==> src/design/pf_pkg.sv <==
// shared constants, types and letter/cell helper functions for the playfair decryptor
package pf_pkg;

    localparam int GRID_SIZE    = 5;
    localparam int CELL_COUNT   = GRID_SIZE * GRID_SIZE;
    localparam int LETTER_COUNT = 26;
    localparam int LETTER_W     = 5;
    localparam int CELL_W       = $clog2(CELL_COUNT);
    localparam int ROW_W        = $clog2(GRID_SIZE);

    localparam logic [LETTER_W-1:0] CODE_A = LETTER_W'(0);
    localparam logic [LETTER_W-1:0] CODE_I = LETTER_W'(8);
    localparam logic [LETTER_W-1:0] CODE_J = LETTER_W'(9);
    localparam logic [LETTER_W-1:0] CODE_Z = LETTER_W'(25);

    localparam logic [CELL_W-1:0] LAST_CELL = CELL_W'(CELL_COUNT);

    typedef enum logic [1:0] {
        REQ_START   = 2'd0,
        REQ_KEY     = 2'd1,
        REQ_FINISH  = 2'd2,
        REQ_DECRYPT = 2'd3
    } req_t;

    typedef enum logic [1:0] {
        ST_IDLE,
        ST_FILL,
        ST_CELL,
        ST_GRID
    } state_t;

    typedef enum logic {
        STATUS_OK        = 1'b0,
        STATUS_NOT_READY = 1'b1
    } status_t;

    // cipher letter: codes above z read as z, j reads as i
    function automatic logic [LETTER_W-1:0] fold_cipher(input logic [LETTER_W-1:0] v);
        logic [LETTER_W-1:0] r;
        r = (v > CODE_Z) ? CODE_Z : v;
        if (r == CODE_J)
        begin
            r = CODE_I;
        end
        return r;
    endfunction

    // row of a cell by compare chain against multiples of the grid size
    function automatic logic [ROW_W-1:0] cell_row(input logic [CELL_W-1:0] c);
        logic [ROW_W-1:0] r;
        r = '0;
        for (int k = 1; k < GRID_SIZE; k++)
        begin
            if (c >= CELL_W'(k * GRID_SIZE))
            begin
                r = ROW_W'(k);
            end
        end
        return r;
    endfunction

    function automatic logic [CELL_W-1:0] cell_addr(input logic [ROW_W-1:0] row,
                                                    input logic [ROW_W-1:0] col);
        logic [CELL_W-1:0] base;
        base = CELL_W'(row) * CELL_W'(GRID_SIZE);
        return base + CELL_W'(col);
    endfunction

endpackage

==> src/design/pf_ram2r.sv <==
// generic synchronous ram, one write port and two registered read ports
module pf_ram2r #(
    parameter int DEPTH = 32,
    parameter int WIDTH = 5,
    parameter int ADDR_W = $clog2(DEPTH)
) (
    input  logic              clk,
    input  logic              we,
    input  logic [ADDR_W-1:0] waddr,
    input  logic [WIDTH-1:0]  wdata,
    input  logic [ADDR_W-1:0] raddr_a,
    input  logic [ADDR_W-1:0] raddr_b,
    output logic [WIDTH-1:0]  rdata_a,
    output logic [WIDTH-1:0]  rdata_b
);

    logic [WIDTH-1:0] mem [DEPTH];

    always_ff @(posedge clk)
    begin
        if (we)
        begin
            mem[waddr] <= wdata;
        end
    end

    always_ff @(posedge clk)
    begin
        rdata_a <= mem[raddr_a];
        rdata_b <= mem[raddr_b];
    end

endmodule

==> src/design/pf_locate.sv <==
// digraph rule: maps two cipher cells to the two plaintext cells
module pf_locate (
    input  logic [pf_pkg::CELL_W-1:0] cell_a,
    input  logic [pf_pkg::CELL_W-1:0] cell_b,
    output logic [pf_pkg::CELL_W-1:0] plain_cell_a,
    output logic [pf_pkg::CELL_W-1:0] plain_cell_b
);
    import pf_pkg::*;

    localparam logic [ROW_W-1:0] LAST_IDX = ROW_W'(GRID_SIZE - 1);

    logic [ROW_W-1:0] row_a, row_b, col_a, col_b;
    logic [ROW_W-1:0] out_row_a, out_row_b, out_col_a, out_col_b;
    logic [CELL_W-1:0] base_a, base_b;

    always_comb
    begin
        row_a  = cell_row(cell_a);
        row_b  = cell_row(cell_b);
        base_a = cell_addr(row_a, '0);
        base_b = cell_addr(row_b, '0);
        col_a  = ROW_W'(cell_a - base_a);
        col_b  = ROW_W'(cell_b - base_b);

        out_row_a = row_a;
        out_row_b = row_b;
        out_col_a = col_a;
        out_col_b = col_b;
        priority if (row_a == row_b)
        begin
            // same row: shift left with wrap
            out_col_a = (col_a == '0) ? LAST_IDX : col_a - ROW_W'(1);
            out_col_b = (col_b == '0) ? LAST_IDX : col_b - ROW_W'(1);
        end
        else if (col_a == col_b)
        begin
            // same column: shift up with wrap
            out_row_a = (row_a == '0) ? LAST_IDX : row_a - ROW_W'(1);
            out_row_b = (row_b == '0) ? LAST_IDX : row_b - ROW_W'(1);
        end
        else
        begin
            // rectangle: swap columns
            out_col_a = col_b;
            out_col_b = col_a;
        end

        plain_cell_a = cell_addr(out_row_a, out_col_a);
        plain_cell_b = cell_addr(out_row_b, out_col_b);
    end

endmodule

==> src/design/playfair_digraph_decryptor.sv <==
// top level: playfair key square builder and digraph decryptor
//
// A transfer is taken when start is high and busy is low. Start, key letter,
// an early decrypt (status 1, letters zero) and a finish on a ready square
// complete without leaving idle, so busy stays low; a finish request on an
// unfinished square walks the alphabet one letter a cycle through the key
// square memory, with busy high from a to z. A decrypt on a finished square
// goes through one registered read of the letter-to-cell memory, one
// registered read of the key square memory, then the output register. Each
// result is shown for exactly one cycle with done high and is not held, so it
// must be captured in that cycle.
module playfair_digraph_decryptor (
    input  logic                        clk,
    input  logic                        rst_n,
    input  logic                        start,
    output logic                        busy,
    input  logic [1:0]                  req_type,
    input  logic [pf_pkg::LETTER_W-1:0] letter_a,
    input  logic [pf_pkg::LETTER_W-1:0] letter_b,
    output logic                        done,
    output logic [pf_pkg::LETTER_W-1:0] plain_a,
    output logic [pf_pkg::LETTER_W-1:0] plain_b,
    output logic                        status
);
    import pf_pkg::*;

    state_t state_reg, state_next;
    logic [LETTER_COUNT-1:0] used_reg, used_next;
    logic [CELL_W-1:0] fill_reg, fill_next;
    logic ready_reg, ready_next;
    logic [LETTER_W-1:0] walk_reg, walk_next;
    logic done_reg, done_next;
    logic [LETTER_W-1:0] plain_a_reg, plain_a_next;
    logic [LETTER_W-1:0] plain_b_reg, plain_b_next;
    logic status_reg, status_next;

    req_t req;
    logic accept;
    logic place_req;
    logic [LETTER_W-1:0] place_letter;
    logic place_we;

    logic [LETTER_W-1:0] map_raddr_a, map_raddr_b;
    logic [CELL_W-1:0] map_rdata_a, map_rdata_b;
    logic [CELL_W-1:0] grid_raddr_a, grid_raddr_b;
    logic [LETTER_W-1:0] grid_rdata_a, grid_rdata_b;

    assign req    = req_t'(req_type);
    assign accept = start && (state_reg == ST_IDLE);

    // letter to place: alphabet walk during fill, otherwise the key letter
    always_comb
    begin
        place_req    = 1'b0;
        place_letter = (letter_a == CODE_J) ? CODE_I : letter_a;
        if (state_reg == ST_FILL)
        begin
            place_letter = walk_reg;
            place_req    = (walk_reg != CODE_J);
        end
        else if (accept && req == REQ_KEY)
        begin
            place_req = (letter_a <= CODE_Z);
        end
        place_we = place_req && !used_reg[place_letter] && (fill_reg < LAST_CELL);
    end

    assign map_raddr_a = fold_cipher(letter_a);
    assign map_raddr_b = fold_cipher(letter_b);

    pf_ram2r #(
        .DEPTH (LETTER_COUNT),
        .WIDTH (CELL_W)
    ) u_letter_cell (
        .clk     (clk),
        .we      (place_we),
        .waddr   (place_letter),
        .wdata   (fill_reg),
        .raddr_a (map_raddr_a),
        .raddr_b (map_raddr_b),
        .rdata_a (map_rdata_a),
        .rdata_b (map_rdata_b)
    );

    pf_locate u_locate (
        .cell_a       (map_rdata_a),
        .cell_b       (map_rdata_b),
        .plain_cell_a (grid_raddr_a),
        .plain_cell_b (grid_raddr_b)
    );

    pf_ram2r #(
        .DEPTH (CELL_COUNT),
        .WIDTH (LETTER_W)
    ) u_key_grid (
        .clk     (clk),
        .we      (place_we),
        .waddr   (fill_reg),
        .wdata   (place_letter),
        .raddr_a (grid_raddr_a),
        .raddr_b (grid_raddr_b),
        .rdata_a (grid_rdata_a),
        .rdata_b (grid_rdata_b)
    );

    always_ff @(posedge clk or negedge rst_n)
    begin
        if (!rst_n)
        begin
            state_reg  <= ST_IDLE;
            used_reg   <= '0;
            fill_reg   <= '0;
            ready_reg  <= 1'b0;
            walk_reg   <= '0;
            done_reg   <= 1'b0;
            status_reg <= STATUS_OK;
        end
        else
        begin
            state_reg  <= state_next;
            used_reg   <= used_next;
            fill_reg   <= fill_next;
            ready_reg  <= ready_next;
            walk_reg   <= walk_next;
            done_reg   <= done_next;
            status_reg <= status_next;
        end
    end

    always_ff @(posedge clk)
    begin
        plain_a_reg <= plain_a_next;
        plain_b_reg <= plain_b_next;
    end

    always_comb
    begin
        state_next   = state_reg;
        used_next    = used_reg;
        fill_next    = fill_reg;
        ready_next   = ready_reg;
        walk_next    = walk_reg;
        done_next    = 1'b0;
        plain_a_next = plain_a_reg;
        plain_b_next = plain_b_reg;
        status_next  = status_reg;

        if (place_we)
        begin
            used_next[place_letter] = 1'b1;
            fill_next = fill_reg + CELL_W'(1);
        end

        unique case (state_reg)
            ST_IDLE:
            begin
                if (accept)
                begin
                    unique case (req)
                        REQ_START:
                        begin
                            used_next  = '0;
                            fill_next  = '0;
                            ready_next = 1'b0;
                        end
                        REQ_KEY:
                        begin
                        end
                        REQ_FINISH:
                        begin
                            if (!ready_reg)
                            begin
                                walk_next  = CODE_A;
                                state_next = ST_FILL;
                            end
                        end
                        REQ_DECRYPT:
                        begin
                            if (ready_reg)
                            begin
                                state_next = ST_CELL;
                            end
                            else
                            begin
                                plain_a_next = '0;
                                plain_b_next = '0;
                                status_next  = STATUS_NOT_READY;
                                done_next    = 1'b1;
                            end
                        end
                        default:
                        begin
                        end
                    endcase
                end
            end
            ST_FILL:
            begin
                walk_next = walk_reg + LETTER_W'(1);
                if (walk_reg == CODE_Z)
                begin
                    ready_next = 1'b1;
                    state_next = ST_IDLE;
                end
            end
            ST_CELL:
            begin
                state_next = ST_GRID;
            end
            ST_GRID:
            begin
                plain_a_next = grid_rdata_a;
                plain_b_next = grid_rdata_b;
                status_next  = STATUS_OK;
                done_next    = 1'b1;
                state_next   = ST_IDLE;
            end
            default:
            begin
                state_next = ST_IDLE;
            end
        endcase
    end

    assign busy    = (state_reg != ST_IDLE);
    assign done    = done_reg;
    assign plain_a = plain_a_reg;
    assign plain_b = plain_b_reg;
    assign status  = status_reg;

endmodule
==> config.mk <==
export PLATFORM = sky130hd
export DESIGN_NAME = playfair_digraph_decryptor
export DESIGN_NICKNAME = d
export VERILOG_FILES = /design/src/design/pf_pkg.sv /design/src/design/pf_ram2r.sv /design/src/design/pf_locate.sv /design/src/design/playfair_digraph_decryptor.sv
export SDC_FILE = /design/constraint.sdc
export NUM_CORES = 1
export LEC_CHECK = 0
export BUFFER_PORTS_ARGS = -buffer_cell sky130_fd_sc_hd__buf_2
export CELL_PAD_IN_SITES_DETAIL_PLACEMENT = 0
export CELL_PAD_IN_SITES_GLOBAL_PLACEMENT = 2
export CORE_UTILIZATION = 31
export DETAILED_ROUTE_END_ITERATION = 10
export GPL_TIMING_DRIVEN = 0
export PLACE_DENSITY_LB_ADDON = 0.1
export SYNTH_ARGS = -nofsm -noshare
export SYNTH_HDL_FRONTEND = slang
export SYNTH_SLANG_ARGS = --single-unit
==> constraint.sdc <==
create_clock -name clk -period 14.9 [get_ports clk]
set_input_delay 1.49 -clock clk [delete_from_list [all_inputs] [get_ports clk]]
set_output_delay 1.49 -clock clk [all_outputs]
set_load 0.05 [all_outputs]
## After elaboration in Yosys (flattened, before gate mapping)

Memory sizes are Yosys's and may differ from the RTL's. A register that Yosys moved wholly into a read port is not among the register bits.
Index checks and enable logic that the tools add are counted.

| word-level totals | value |
|---|---|
| register bits after elaboration | 51 |
| RAM bits | 255 |
| input bits | 15 |
| output and inout port bits | 13 |
| logic and storage cells | 149 |
| memories | 2 |

Memory list:

| name | depth | bits a word | read ports | clocked after memory_dff | write ports | line | RTL |
|---|---|---|---|---|---|---|---|
| u_letter_cell.mem | 26 | 5 | 2 | 2 | 1 | pf_ram2r.sv:17 | `logic [WIDTH-1:0] mem [DEPTH];` |
| u_key_grid.mem | 25 | 5 | 2 | 2 | 1 | pf_ram2r.sv:17 |  |

| cells by class | value |
|---|---|
| add/sub/neg operators | 10 |
| multipliers | 4 |
| order comparisons | 14 |
| equal/unequal tests | 22 |
| multiplexer cells | 68 |
| bitwise logic cells | 1 |
| reduce and logical (&&, ||, !) cells | 19 |

Operators by type and width:

| operator | number |
|---|---|
| $mux W26 | 4 |
| $mux W5 | 15 |
| $mux W3 | 14 |
| $pmux W5 S2 | 3 |
| $or A26 B26 Y26 | 1 |
| $ge A5 B4 Y1 const B | 4 |
| $mux W1 | 17 |
| $mux W2 | 8 |
| $eq A5 B4 Y1 const B | 3 |
| $logic_not A3 Y1 | 4 |
| $reduce_and A4 Y1 | 3 |
| $sub A3 B1 Y3 const B | 4 |
| $add A5 B1 Y5 const B | 2 |
| $add A5 B3 Y5 | 2 |
| $ge A5 B3 Y1 const B | 2 |
| $ge A5 B5 Y1 const B | 2 |
| $gt A5 B5 Y1 const B | 2 |
| $mul A3 B3 Y5 const B | 2 |
| $eq A2 B2 Y1 const B | 4 |
| $ne A2 B1 Y1 const B | 4 |
| $pmux W2 S4 | 1 |
| $eq A3 B3 Y1 | 2 |
| $lt A5 B6 Y1 const B | 1 |
| $mul A3 B3 Y3 const B | 2 |
| 19 further kinds | 32 |

## Logic depth before layout (Yosys ltp)

Gate-level depths: netlist of run 1.

| logic depth | value |
|---|---|
| depth in word-level cells | 12 |
| gate-level depth with buffers | 24 |
| mapped depth without buffers | 23 |

## Modules after synthesis

Synthesis of run 1 repeated with hierarchy kept, for this count alone.

| second synthesis, totals | value |
|---|---|
| cells, all modules | 1178 |
| area, all modules | 16580.9 um^2 |

By module, submodules not included:

| module | times used | cells each | area each (um^2) |
|---|---|---|---|
| pf_ram2r (u_letter_cell) | 1 | 412 | 6497.5 |
| pf_ram2r (u_key_grid) | 1 | 373 | 6292.3 |
| playfair_digraph_decryptor | 1 | 251 | 2700.1 |
| pf_locate | 1 | 142 | 1091.0 |

## Least setup slack after synthesis of run 1

OpenSTA, ideal clock, no wires.

| timing | value |
|---|---|
| path type | register -> register |
| start point | register u_letter_cell.rdata_b[3], read port of u_letter_cell.mem |
| end point | register u_key_grid.rdata_a[0], read port of u_key_grid.mem |
| arrival | 6.090 ns |
| data required time | 14.779 ns |
| slack | 8.689 ns |
| cell stages (with the launch flop) | 21 |
| path buffers | 2 |
| clock period less this slack | 6.211 ns |
| cells stage by stage | dfxtp_1 o21ba_2 o21ai_0 a2bb2oi_1 inv_1 ha_1 fa_1 or4_1 a22o_1 nand3_1 nand2b_1 clkbuf_1 mux2_2 a221o_1 ha_1 ha_1 inv_1 fa_1 buf_1 mux4_2 mux2_2 |

| on the way | value |
|---|---|
| cells in the longest elaborated chain, start to end | 12 |
| elaborated cells on any way between the ends | 18 |
| classes of those cells | add/sub: 2; mul: 2; order compare: 4; eq/ne: 2; mux: 8 |

RTL lines:

| what | line | RTL |
|---|---|---|
| start, declared | pf_ram2r.sv:14 | `output logic [WIDTH-1:0] rdata_b` |
| $ge A5 B3 Y1 | pf_pkg.sv:54 | `if (c >= CELL_W'(k * GRID_SIZE))` |
| $mux W1 | pf_pkg.sv:54 |  |
| $mux W2 (2 in a row) | pf_pkg.sv:54 |  |
| $mux W3 * | pf_pkg.sv:54 |  |
| $mul A3 B3 Y3 | pf_pkg.sv:65 | `base = CELL_W'(row) * CELL_W'(GRID_SIZE);` |
| $sub A3 B3 Y3 | pf_locate.sv:23 | `col_b = ROW_W'(cell_b - base_b);` |
| $eq A3 B3 Y1 | pf_locate.sv:35 | `else if (col_a == col_b)` |
| $mux W3 | pf_locate.sv:35 |  |
| $mux W3 | pf_locate.sv:29 | `priority if (row_a == row_b)` |
| $mul A3 B3 Y5 | pf_pkg.sv:65 |  |
| $add A5 B3 Y5 * | pf_pkg.sv:66 | `return base + CELL_W'(col);` |
| end, declared | pf_ram2r.sv:13 | `output logic [WIDTH-1:0] rdata_a,` |

Mark *: on every way between the ends. The rest lies on a longest branch, timed or not.
A chain may end at the register's enable or synchronous reset.

## Worst setup path after layout of run 1

| timing | value |
|---|---|
| start point | register u_letter_cell.rdata_b[3], read port of u_letter_cell.mem |
| end point | register u_key_grid.rdata_a[3], read port of u_key_grid.mem |

Same word-level chain as after synthesis.

==> results of run 1 <==
==> kinds of logic (layout without fill, tap and decap cells) <==
logic type / Yosys count / in the layout / share of synthesized area
adders and majority gates: 32 / 32 / 0.0260
and+or+nand+nor: 352 / 352 / 0.102
xor gates and xnor gates: 15 / 15 / 0.00792
AOI/OAI and AO/OA: 276 / 276 / 0.114
buffers and inverters: 121 / 222 / 0.0294
DFF: 326 / 326 / 0.566
muxes: 140 / 140 / 0.156
==> final timing paths <==
check	start	endpoint	slack [ns]
min in group asynchronous	rst_n	used_reg[7]	1.08
hold / removal	used_reg[18]	used_reg[18]	0.49
setup reg to reg	u_letter_cell.rdata_b[3]	u_key_grid.rdata_a[3]	7.59
hold reg to reg	used_reg[18]	used_reg[18]	0.49
max in group asynchronous	rst_n	used_reg[8]	13.19
setup / recovery	u_letter_cell.rdata_b[3]	u_key_grid.rdata_a[3]	7.59
==> per-stage QoR <==
stage | instance area (um2) | hold WS, ns | std cells
6_report | 18900 | 0.491 | 2051
5_1_grt | 18900 | 0.510 | 2051
4_1_cts | 18900 | 0.492 | 2051
3_5_place_dp | 17600 | 0.479 | 1977
3_3_place_gp | 17600 | 0.476 | 1974
2_1_floorplan | 16600 | 0.457 | 1262
==> power groups by stage <==
stage	Combinational, mW	Sequential, mW	Clock (mW)
6_report	2.76	1.27	0.959
5_1_grt	3.01	1.29	1.02
4_1_cts	2.83	1.28	0.986
3_5_place_dp	2.82	1.30	0
3_3_place_gp	2.80	1.30	0
2_1_floorplan	1.97	1.29	0
==> critical path: cells and delay by family (launching register included) <==
kind | cells | cell delay [ns]
DFF | 1 | 0.46
muxes | 4 | 1.45
and+or+nand+nor | 3 | 0.81
buffers and inverters | 4 | 1.84
AOI/OAI and AO/OA | 6 | 1.67
adders and majority gates | 3 | 0.96
==> cell usage in the layout, fill, tap and decap left out, types with 22 or more instances in the layout <==
| cell | count |
|---|---|
| o21ai_0 | 64 |
| mux4_2 | 91 |
| a31oi_1 | 27 |
| a21oi_1 | 36 |
| ha_1 | 28 |
| nor2_1 | 111 |
| inv_1 | 30 |
| mux2i_1 | 26 |
| dfrtp_1 | 41 |
| edfxtp_1 | 265 |
| clkbuf_16 | 40 |
| nand3_1 | 23 |
| clkbuf_1 | 75 |
| mux2_2 | 22 |
| buf_2 | 34 |
| nand2_1 | 120 |
| o22ai_1 | 25 |
| o221ai_1 | 29 |
==> per-layer routing <==
metal,vias to the layer above,global-route usage,part of all wire
li1,5059,-,-
met1,5486,0.247,0.44
met2,289,0.308,0.48
met3,78,0.0291,0.045
met4,0,0.0733,0.034
met5,-,0,0
==> layout make-up <==
class                   count  area [um2]
plain buffers              90         374
clock buffers              51        1050
clock inverters            23         246
fillers                  5089       33700
inverters                  31         116
multi-input cells         815        6710
flip-flops and latches    326        9380
well taps                 688         861
repair buffers             27         174
==> run summary, run 1 <==
Status: finished clean
RSZ-0062 raised after global routing: no
Largest register FFs: 130
Power Density: 264 nW/um2
NetSw: 2.00 mW
Cells after synthesis: 1,262
Initial antenna violation count: 0
Setup Viol. Count Final: 0
Sw Share: 0.400
CP Capture Type: flip-flop
Final Net Count: 1,378
First DRT Iteration DRCs: 839
Post-synth EDFFs: 265
Hold depth: 1
Critical path required time: 15.36 ns
Pre-antenna DRT Iters: 7
Post-CTS Setup Inserts: 0
Unique masters post-synth: 67
Cell with the most instances after synthesis: edfxtp_1
F_max: 137 MHz
Routed len/inst: 24.2 um
Largest net degree at the start of global routing: 42
Tcrit/Tclk final: 0.490
Worst-Margin Slew: 1.34 ns
Layout cell share with drive strength beyond 1: 0.171
Post-CTS resize count: 0
Die footprint: 54,400 um2
Logic gate share of total power: 0.553
Main synth FF type: edfxtp_1
Final hold vios: 0
Critical setup path kind: reg -> reg
GRT Overall Usage: 0.187
Sequential share of power: 0.255
Tmin final: 7.31 ns
Dpl ws: 7.41 ns
Worst setup SP type: flip-flop
Rel. slew slack: 0.106
Grt ovf: 0
Post-synth top area share: 0.480
Setup TNS: 0 ns
YS warnings: 0
Clock network power share: 0.192
Critical-path top delay cell: buf_1
IO Pins: 28
Largest area contributor in the netlist: edfxtp_1
Post-synthesis cell area: 16,600 um2
Register area share after synthesis: 0.566
FF-to-FF path depth: 20
Syn-to-layout area delta: 14.1%
Layout Utilization: 0.359
DRC Markers: 0
CTS Sinks: 326
Power, Total: 4.99 mW
Initial Util: 0.315
Leakage: 6.48 nW
N_diodes: 0
Internal power: 3.00 mW
CP max stage delay: 0.72 ns
Worst-path fanout max: 10
CTS tree: done
Die height: 233 um
Vias in the first global route: 11.2k
Clk_lat worst skew: 0.58 ns
Worst clock skew: 0.0410 ns
Hold Crit Class: reg -> reg
Most common library cells after synthesis: edfxtp_1, nand2_1, nor2_1
Num rows: 84
Syn Area/Cell: 13.1 um2
CTS Hold Bufs: 0
Clk buf depth: 3
Arrival time worst endpoint: 7.77 ns
CTS buffer count: 40
Vias: 10.9k
FF+latch count, synth: 326
Synth Net Count: 1,309
CTS H-tree lvls: 2
Final WS setup: 7.59 ns
Peak supply drop: 0.214 mV
GP Congestion: 0.794
Max-cap violation count: 0
Global-route wire length before repair: 74,100 um
Vias per Instance: 5.32
DRT Wirelength: 49,700 um
Async SR Flop Fraction: 0.126
Critical path cell sequence: o21ba_2 -> o21ai_0 -> a2bb2oi_1 -> inv_1 -> ha_1 -> fa_1 -> or4_1 -> a22o_1 -> nand3_1 -> nand2b_1 -> clkbuf_1 -> mux2_2 -> a221o_1 -> ha_1 -> buf_1 -> buf_1 -> mux4_2 -> mux2i_1 -> o21ai_0 -> mux2_2
CORE AREA: 52,700 um2
HPWL Detailed: 35,900 um
# port buffers: 24
Die X: 233 um
Pins Over Slew Limit: 0
Clock slew at reported path FFs: 0.06 ns
Top cells by area, synth: edfxtp_1, mux4_2, dfrtp_1
CTS root buf: clkbuf_16
DRT antenna net count: 0
(Power assumes the default switching activity.)
==> run 2, diff against run 1 <==
clock period = 5.8 ns   (was 14.9 ns; I/O delays follow)
==> run 2 against run 1 <==
Die area unchanged; count of clock-buffer cells in the layout decreased by 3; combinational power grew to 2.8 times the previous value; sequential share of layout area shrank 1.2 points; final area up 2.6%; total power increased to 2.8 times the previous value; first-iteration DRC count fell by 7.9%; sequential cell count stayed put; hold slack worse by 0.31 ns; worst setup slack got worse by 7.4 ns.
==> run summary, run 2 (synthesis gave the netlist of run 1 again) <==
Critical setup path kind: reg -> reg (unchanged)
Commonest cells after routing, fill and taps aside: edfxtp_1, nand2_1, nor2_1 (unchanged)
Power Density: 710 nW/um2 (was 264 nW/um2)
CTS Sinks: 326 (unchanged)
DRT antenna net count: 0 (unchanged)
DRC Markers: 0 (unchanged)
Initial Util: 0.315 (unchanged)
Worst setup SP type: flip-flop (unchanged)
Max-cap violation count: 0 (unchanged)
Clk_lat worst skew: 0.58 ns (about the same)
Status: finished clean (unchanged)
FILL cells: 5,115 (was 5,089)
Largest register FFs: 130 (unchanged)
Final hold vios: 0 (unchanged)
Setup TNS: 0 ns (unchanged)
Critical path required time: 6.26 ns (was 15.36 ns)
Pins Over Slew Limit: 0 (unchanged)
CP startpoint: u_letter_cell.rdata_b[0] (was u_letter_cell.rdata_b[3])
Peak supply drop: 0.427 mV (was 0.214 mV)
Initial antenna violation count: 1 (was 0)
Tmin final: 5.61 ns (was 7.31 ns)
Arrival time worst endpoint: 6.07 ns (was 7.77 ns)
CTS buffer count: 39 (was 40)
Worst clock skew: 0.0297 ns (was 0.0410 ns)
Vias per Instance: 5.36 (was 5.32)
Routed len/inst: 24.4 um (was 24.2 um)
Num rows: 84 (unchanged)
GRT Overall Usage: 0.188 (was 0.187)
Layout cell share with drive strength beyond 1: 0.219 (was 0.171)
CTS tree: done (unchanged)
Setup Viol. Count Final: 0 (unchanged)
Worst-Margin Slew: 1.35 ns (was 1.34 ns)
F_max: 178 MHz (was 137 MHz)
Grt ovf: 0 (unchanged)
CTS root buf: clkbuf_16 (unchanged)
Clk buf depth: 3 (unchanged)
Vias in the first global route: 11.1k (was 11.2k)
Power, Total: 13.8 mW (was 4.99 mW)
Worst-path fanout max: 5 (was 10)
Tcrit/Tclk final: 0.967 (was 0.490)
Hold Crit Class: in -> async (was reg -> reg)
Worst r2r src: u_letter_cell.rdata_b[0] (was u_letter_cell.rdata_b[3])
Largest net degree at the start of global routing: 42 (unchanged)
Vias: 11.0k (was 10.9k)
CP Capture Type: flip-flop (unchanged)
IO Pins: 28 (unchanged)
CTS H-tree lvls: 2 (unchanged)
First DRT Iteration DRCs: 773 (was 839)
Commonest non-fill, non-tap cell in the layout: edfxtp_1 (unchanged)
HPWL Detailed: 35,700 um (was 35,900 um)
DRT Wirelength: 50,300 um (was 49,700 um)
Rel. slew slack: 0.102 (was 0.106)
Die footprint: 54,400 um2 (unchanged)
# port buffers: 24 (unchanged)
Final Net Count: 1,389 (was 1,378)
Clock slew at reported path FFs: 0.07 ns (was 0.06 ns)
GP Congestion: 0.784 (was 0.794)
Reg2reg setup slack: 0.19 ns (was 7.59 ns)
Pre-antenna DRT Iters: 5 (was 7)
Die X: 233 um (unchanged)
Leakage: 6.71 nW (was 6.48 nW)
Die height: 233 um (unchanged)
Syn-to-layout area delta: 17.1% (was 14.1%)
CORE AREA: 52,700 um2 (unchanged)
Global-route wire length before repair: 74,200 um (was 74,100 um)
run 2: cell count changes in the layout (fill, tap and decap cells not counted), sizes merged:
cell / delta
buf: +12
bufinv: +4
clkbuf: -3
clkinv: -6
clkinvlp: +1
diode: +1
inv: +1
run 2: metrics by stage:
step           cell area (um2)   util  cells  hold slack, ns  setup slack (ns)
2_1_floorplan            16600      -   1262           0.284           0.00346
3_3_place_gp             17600  0.334   1974           0.475             -1.11
3_5_place_dp             17600  0.334   1976           0.482             -1.16
4_1_cts                  19300  0.366   2054           0.185           0.00100
5_1_grt                  19400  0.369   2060           0.242           -0.0130
6_report                 19400  0.369   2061           0.179             0.191
run 2: area by class of cell:
class                   count  area, um2  area share
multi-input cells         815       6950       0.358
clock buffers              48       1040      0.0535
diodes                      1       2.50    0.000129
inverters                  31        116     0.00599
repair buffers             41        280      0.0144
well taps                 688        861      0.0443
flip-flops and latches    326       9400       0.484
clock inverters            23        360      0.0186
plain buffers              88        419      0.0216
run 2: final timing paths:
path,endpoint,cells after the start
min reg2reg,used_reg[1],1
min,used_reg[6],1
max in group asynchronous,fill_reg[4],1
max reg2reg,u_key_grid.rdata_b[0],23
max,u_key_grid.rdata_b[0],23
min in group clk,state_reg[0],4
run 2: power by group:
part           total (mW)  internal [mW]  switching, mW
registers            3.28           3.02          0.256
logic                7.84           3.80           4.04
clock network        2.67           1.61           1.06
total                13.8           8.44           5.36
run 2: layer usage:
layer  up-vias  part of all wire  global-route usage
li1       5079                 -                   -
met5         -                 0                   0
met1      5670              0.45               0.254
met4         0             0.023              0.0521
met3        58             0.042              0.0304
met2       231              0.48               0.310
run 2: worst max-delay path: stages, from the launching register on:
cell	delay [ns]
dfxtp_4	0.36
o21ba_4	0.20
o21ai_4	0.13
a2bb2oi_2	0.19
buf_4	0.14
mux2i_2	0.07
fa_2	0.36
or4_4	0.55
a22o_1	0.25
nand3_2	0.07
nand2b_4	0.16
buf_4	0.12
mux2_2	0.32
a211o_1	0.34
ha_4	0.30
ha_4	0.19
ha_1	0.29
a21o_1	0.19
a21oi_2	0.14
xor2_1	0.10
or2_2	0.33
o221ai_4	0.20
buf_12	0.15
mux2_2	0.33
run 2: what timing repair did:
action | in CTS | in global routing
hold buffers | 0 | 0
setup buffers | 7 | 8
setup endpoints to repair | 10 | 10
cloned | 0 | 0
resized for setup | 57 | 37
pin swaps | 13 | 11
==> run 3, diff against run 2 <==
CORE_UTILIZATION = 41   (was 31)
GPL_TIMING_DRIVEN = unset   (was 0)
==> run 3 against run 2 <==
First-iteration DRC count rose by 12%; sequential cell count did not move; largest cell class unchanged; utilization rose by 11 points; sequential power fell by 2%; register-to-register slack improved by 0.04 ns; final area fell by 1.9%; clock skew barely moved.
==> run summary, run 3 (synthesis gave the netlist of run 1 again) <==
CTS tree: done (unchanged)
DRT Wirelength: 46,000 um (was 50,300 um)
Syn-to-layout area delta: 14.9% (was 17.1%)
CP startpoint: u_letter_cell.rdata_b[1] (was u_letter_cell.rdata_b[0])
CP Capture Type: flip-flop (unchanged)
Worst flop-to-flop path endpoint: u_key_grid.rdata_a[2] (was u_key_grid.rdata_b[0])
Worst r2r src: u_letter_cell.rdata_b[1] (was u_letter_cell.rdata_b[0])
CTS H-tree lvls: 2 (unchanged)
Pre-antenna DRT Iters: 5 (unchanged)
Final Net Count: 1,361 (was 1,389)
IO Pins: 28 (unchanged)
Clk_lat worst skew: 0.57 ns (was 0.58 ns)
Internal power: 8.32 mW (was 8.44 mW)
Die height: 203 um (was 233 um)
CTS buffer count: 38 (was 39)
Arrival time worst endpoint: 6.03 ns (was 6.07 ns)
Power, Total: 13.3 mW (was 13.8 mW)
Initial antenna violation count: 0 (was 1)
Critical path required time: 6.26 ns (about the same)
DRT antenna net count: 0 (unchanged)
Pins Over Slew Limit: 0 (unchanged)
RSZ-0062 raised after global routing: no
# port buffers: 27 (was 24)
Worst setup SP type: flip-flop (unchanged)
Final WS setup: 0.226 ns (was 0.191 ns)
Sequential share of power: 0.241 (was 0.238)
Initial Util: 0.416 (was 0.315)
Vias: 10.9k (was 11.0k)
DRC Markers: 0 (unchanged)
Logic gate share of total power: 0.575 (was 0.569)
Global-route wire length before repair: 70,100 um (was 74,200 um)
Layout cell share with drive strength beyond 1: 0.231 (was 0.219)
F_max: 179 MHz (was 178 MHz)
NetSw: 4.97 mW (was 5.36 mW)
Leakage: 6.74 nW (was 6.71 nW)
Worst-Margin Slew: 1.22 ns (was 1.35 ns)
Peak supply drop: 0.521 mV (was 0.427 mV)
Hold Crit Class: in -> async (unchanged)
First DRT Iteration DRCs: 867 (was 773)
Max-cap violation count: 0 (unchanged)
Largest net degree at the start of global routing: 42 (unchanged)
Die footprint: 41,200 um2 (was 54,400 um2)
Commonest cells after routing, fill and taps aside: edfxtp_1, nand2_1, nor2_1 (unchanged)
Hold WS: 0.180 ns (was 0.179 ns)
Vias in the first global route: 11.1k (about the same)
GRT Overall Usage: 0.229 (was 0.188)
Final hold vios: 0 (unchanged)
CTS Sinks: 326 (unchanged)
CTS root buf: clkbuf_16 (unchanged)
Largest register FFs: 130 (unchanged)
Worst-path fanout max: 5 (unchanged)
Rel. slew slack: 0.186 (was 0.102)
Worst clock skew: 0.0297 ns (about the same)
Setup Viol. Count Final: 0 (unchanged)
HPWL Detailed: 30,800 um (was 35,700 um)
Die X: 203 um (was 233 um)
Clock slew at reported path FFs: 0.06 ns (was 0.07 ns)
Num rows: 73 (was 84)
GP Congestion: 0.799 (was 0.784)
Grt ovf: 0 (unchanged)
Tmin final: 5.57 ns (was 5.61 ns)
CORE AREA: 39,800 um2 (was 52,700 um2)
Power Density: 698 nW/um2 (was 710 nW/um2)
Vias per Instance: 5.85 (was 5.36)
Tcrit/Tclk final: 0.961 (was 0.967)
Commonest non-fill, non-tap cell in the layout: edfxtp_1 (unchanged)
Crit path to: u_key_grid.rdata_a[2] (was u_key_grid.rdata_b[0])
Clk buf depth: 3 (unchanged)
Routed len/inst: 24.6 um (was 24.4 um)
Sw Share: 0.374 (was 0.388)
FILL cells: 3,572 (was 5,115)
N_diodes: 0 (was 1)
Dpl ws: -0.147 ns (was -1.16 ns)
Critical setup path kind: reg -> reg (unchanged)
Register area: 9390 um2 (was 9400 um2)
CTS Hold Bufs: 0 (unchanged)
Reg2reg setup slack: 0.23 ns (was 0.19 ns)
FF-to-FF path depth: 21 (was 23)
Clock network power share: 0.184 (was 0.194)
Status: finished clean (unchanged)
Multi-input gate area: 6830 um2 (was 6950 um2)
[run 3: cell count changes in the layout (fill, tap and decap cells not counted), moves of 3 or more]
cell and delta:
clkbuf_1 -48, buf_4 +47, clkbuf_2 -9, buf_2 -8, buf_12 +4, bufinv_16 -4
clkbuf_4 -4, clkinvlp_4 -3, ha_4 -3, xnor2_1 +3
[run 3: how the worst min path moves through the flow]
stage | startpoint | end | slack (ns) | cells after the start
finish | rst_n | used_reg[7] | 0.18 | 1
CTS | rst_n | done | 0.19 | 1
global route | rst_n | done | 0.26 | 1
detailed placement | used_reg[16] | used_reg[16] | 0.48 | 1
global placement | used_reg[2] | used_reg[2] | 0.47 | 1
floorplan | rst_n | done | 0.28 | 0
[run 3: final cells by class]
type,instances,share of cell area
Clock buffer,55,0.0576
Clock inverter,15,0.00926
Inverter,31,0.00611
Multi-Input combinational cell,815,0.359
Sequential cell,326,0.493
Tap cell,525,0.0345
Timing Repair Buffer,102,0.0408
[run 3: what timing repair did]
action / 4_1_cts / 5_1_grt
gates resized for setup: 5 / 19
endpoints found under the setup margin: 10 / 10
buffers inserted: 0 / 2
pin swaps: 0 / 7
[run 3: stage by stage]
step	utilization	TNS [ns]	cells	area, um2
after floorplan	-	0	1262	16600
after global placement	0.443	-0.302	1797	17700
after detailed placement	0.443	-0.910	1797	17700
after CTS	0.476	0	1867	18900
after global routing	0.478	0	1869	19000
final	0.478	0	1869	19000
[run 3: power by group through the flow]
| stage | Combinational (mW) | Sequential [mW] | Clock [mW] |
|---|---|---|---|
| floorplan | 5.08 | 3.30 | 0 |
| global placement | 7.54 | 3.25 | 0 |
| detailed placement | 7.53 | 3.26 | 0 |
| CTS | 7.56 | 3.21 | 2.50 |
| global route | 8.23 | 3.24 | 2.58 |
| finish | 7.64 | 3.20 | 2.44 |
[run 3: critical path, stage by stage (launching register included)]
cell       delay [ns]
dfxtp_2          0.33
o21ba_2          0.21
o21ai_2          0.16
a2bb2oi_2        0.18
inv_1            0.06
ha_1             0.20
fa_2             0.37
or4_4            0.55
a22o_1           0.25
nand3_2          0.07
nand2b_4         0.15
mux2_2           0.33
a221o_1          0.34
ha_1             0.30
ha_1             0.30
ha_1             0.30
a21o_1           0.19
a21oi_2          0.16
xnor2_2          0.09
or4_4            0.43
o211ai_4         0.18
mux2_4           0.34
[run 3: layer usage]
layer / vias up / track usage / part of all wire
li1: 5032 / - / -
met3: 86 / 0.0413 / 0.051
met4: 0 / 0.0822 / 0.033
met1: 5536 / 0.306 / 0.43
met2: 283 / 0.375 / 0.48
met5: - / 0 / 0
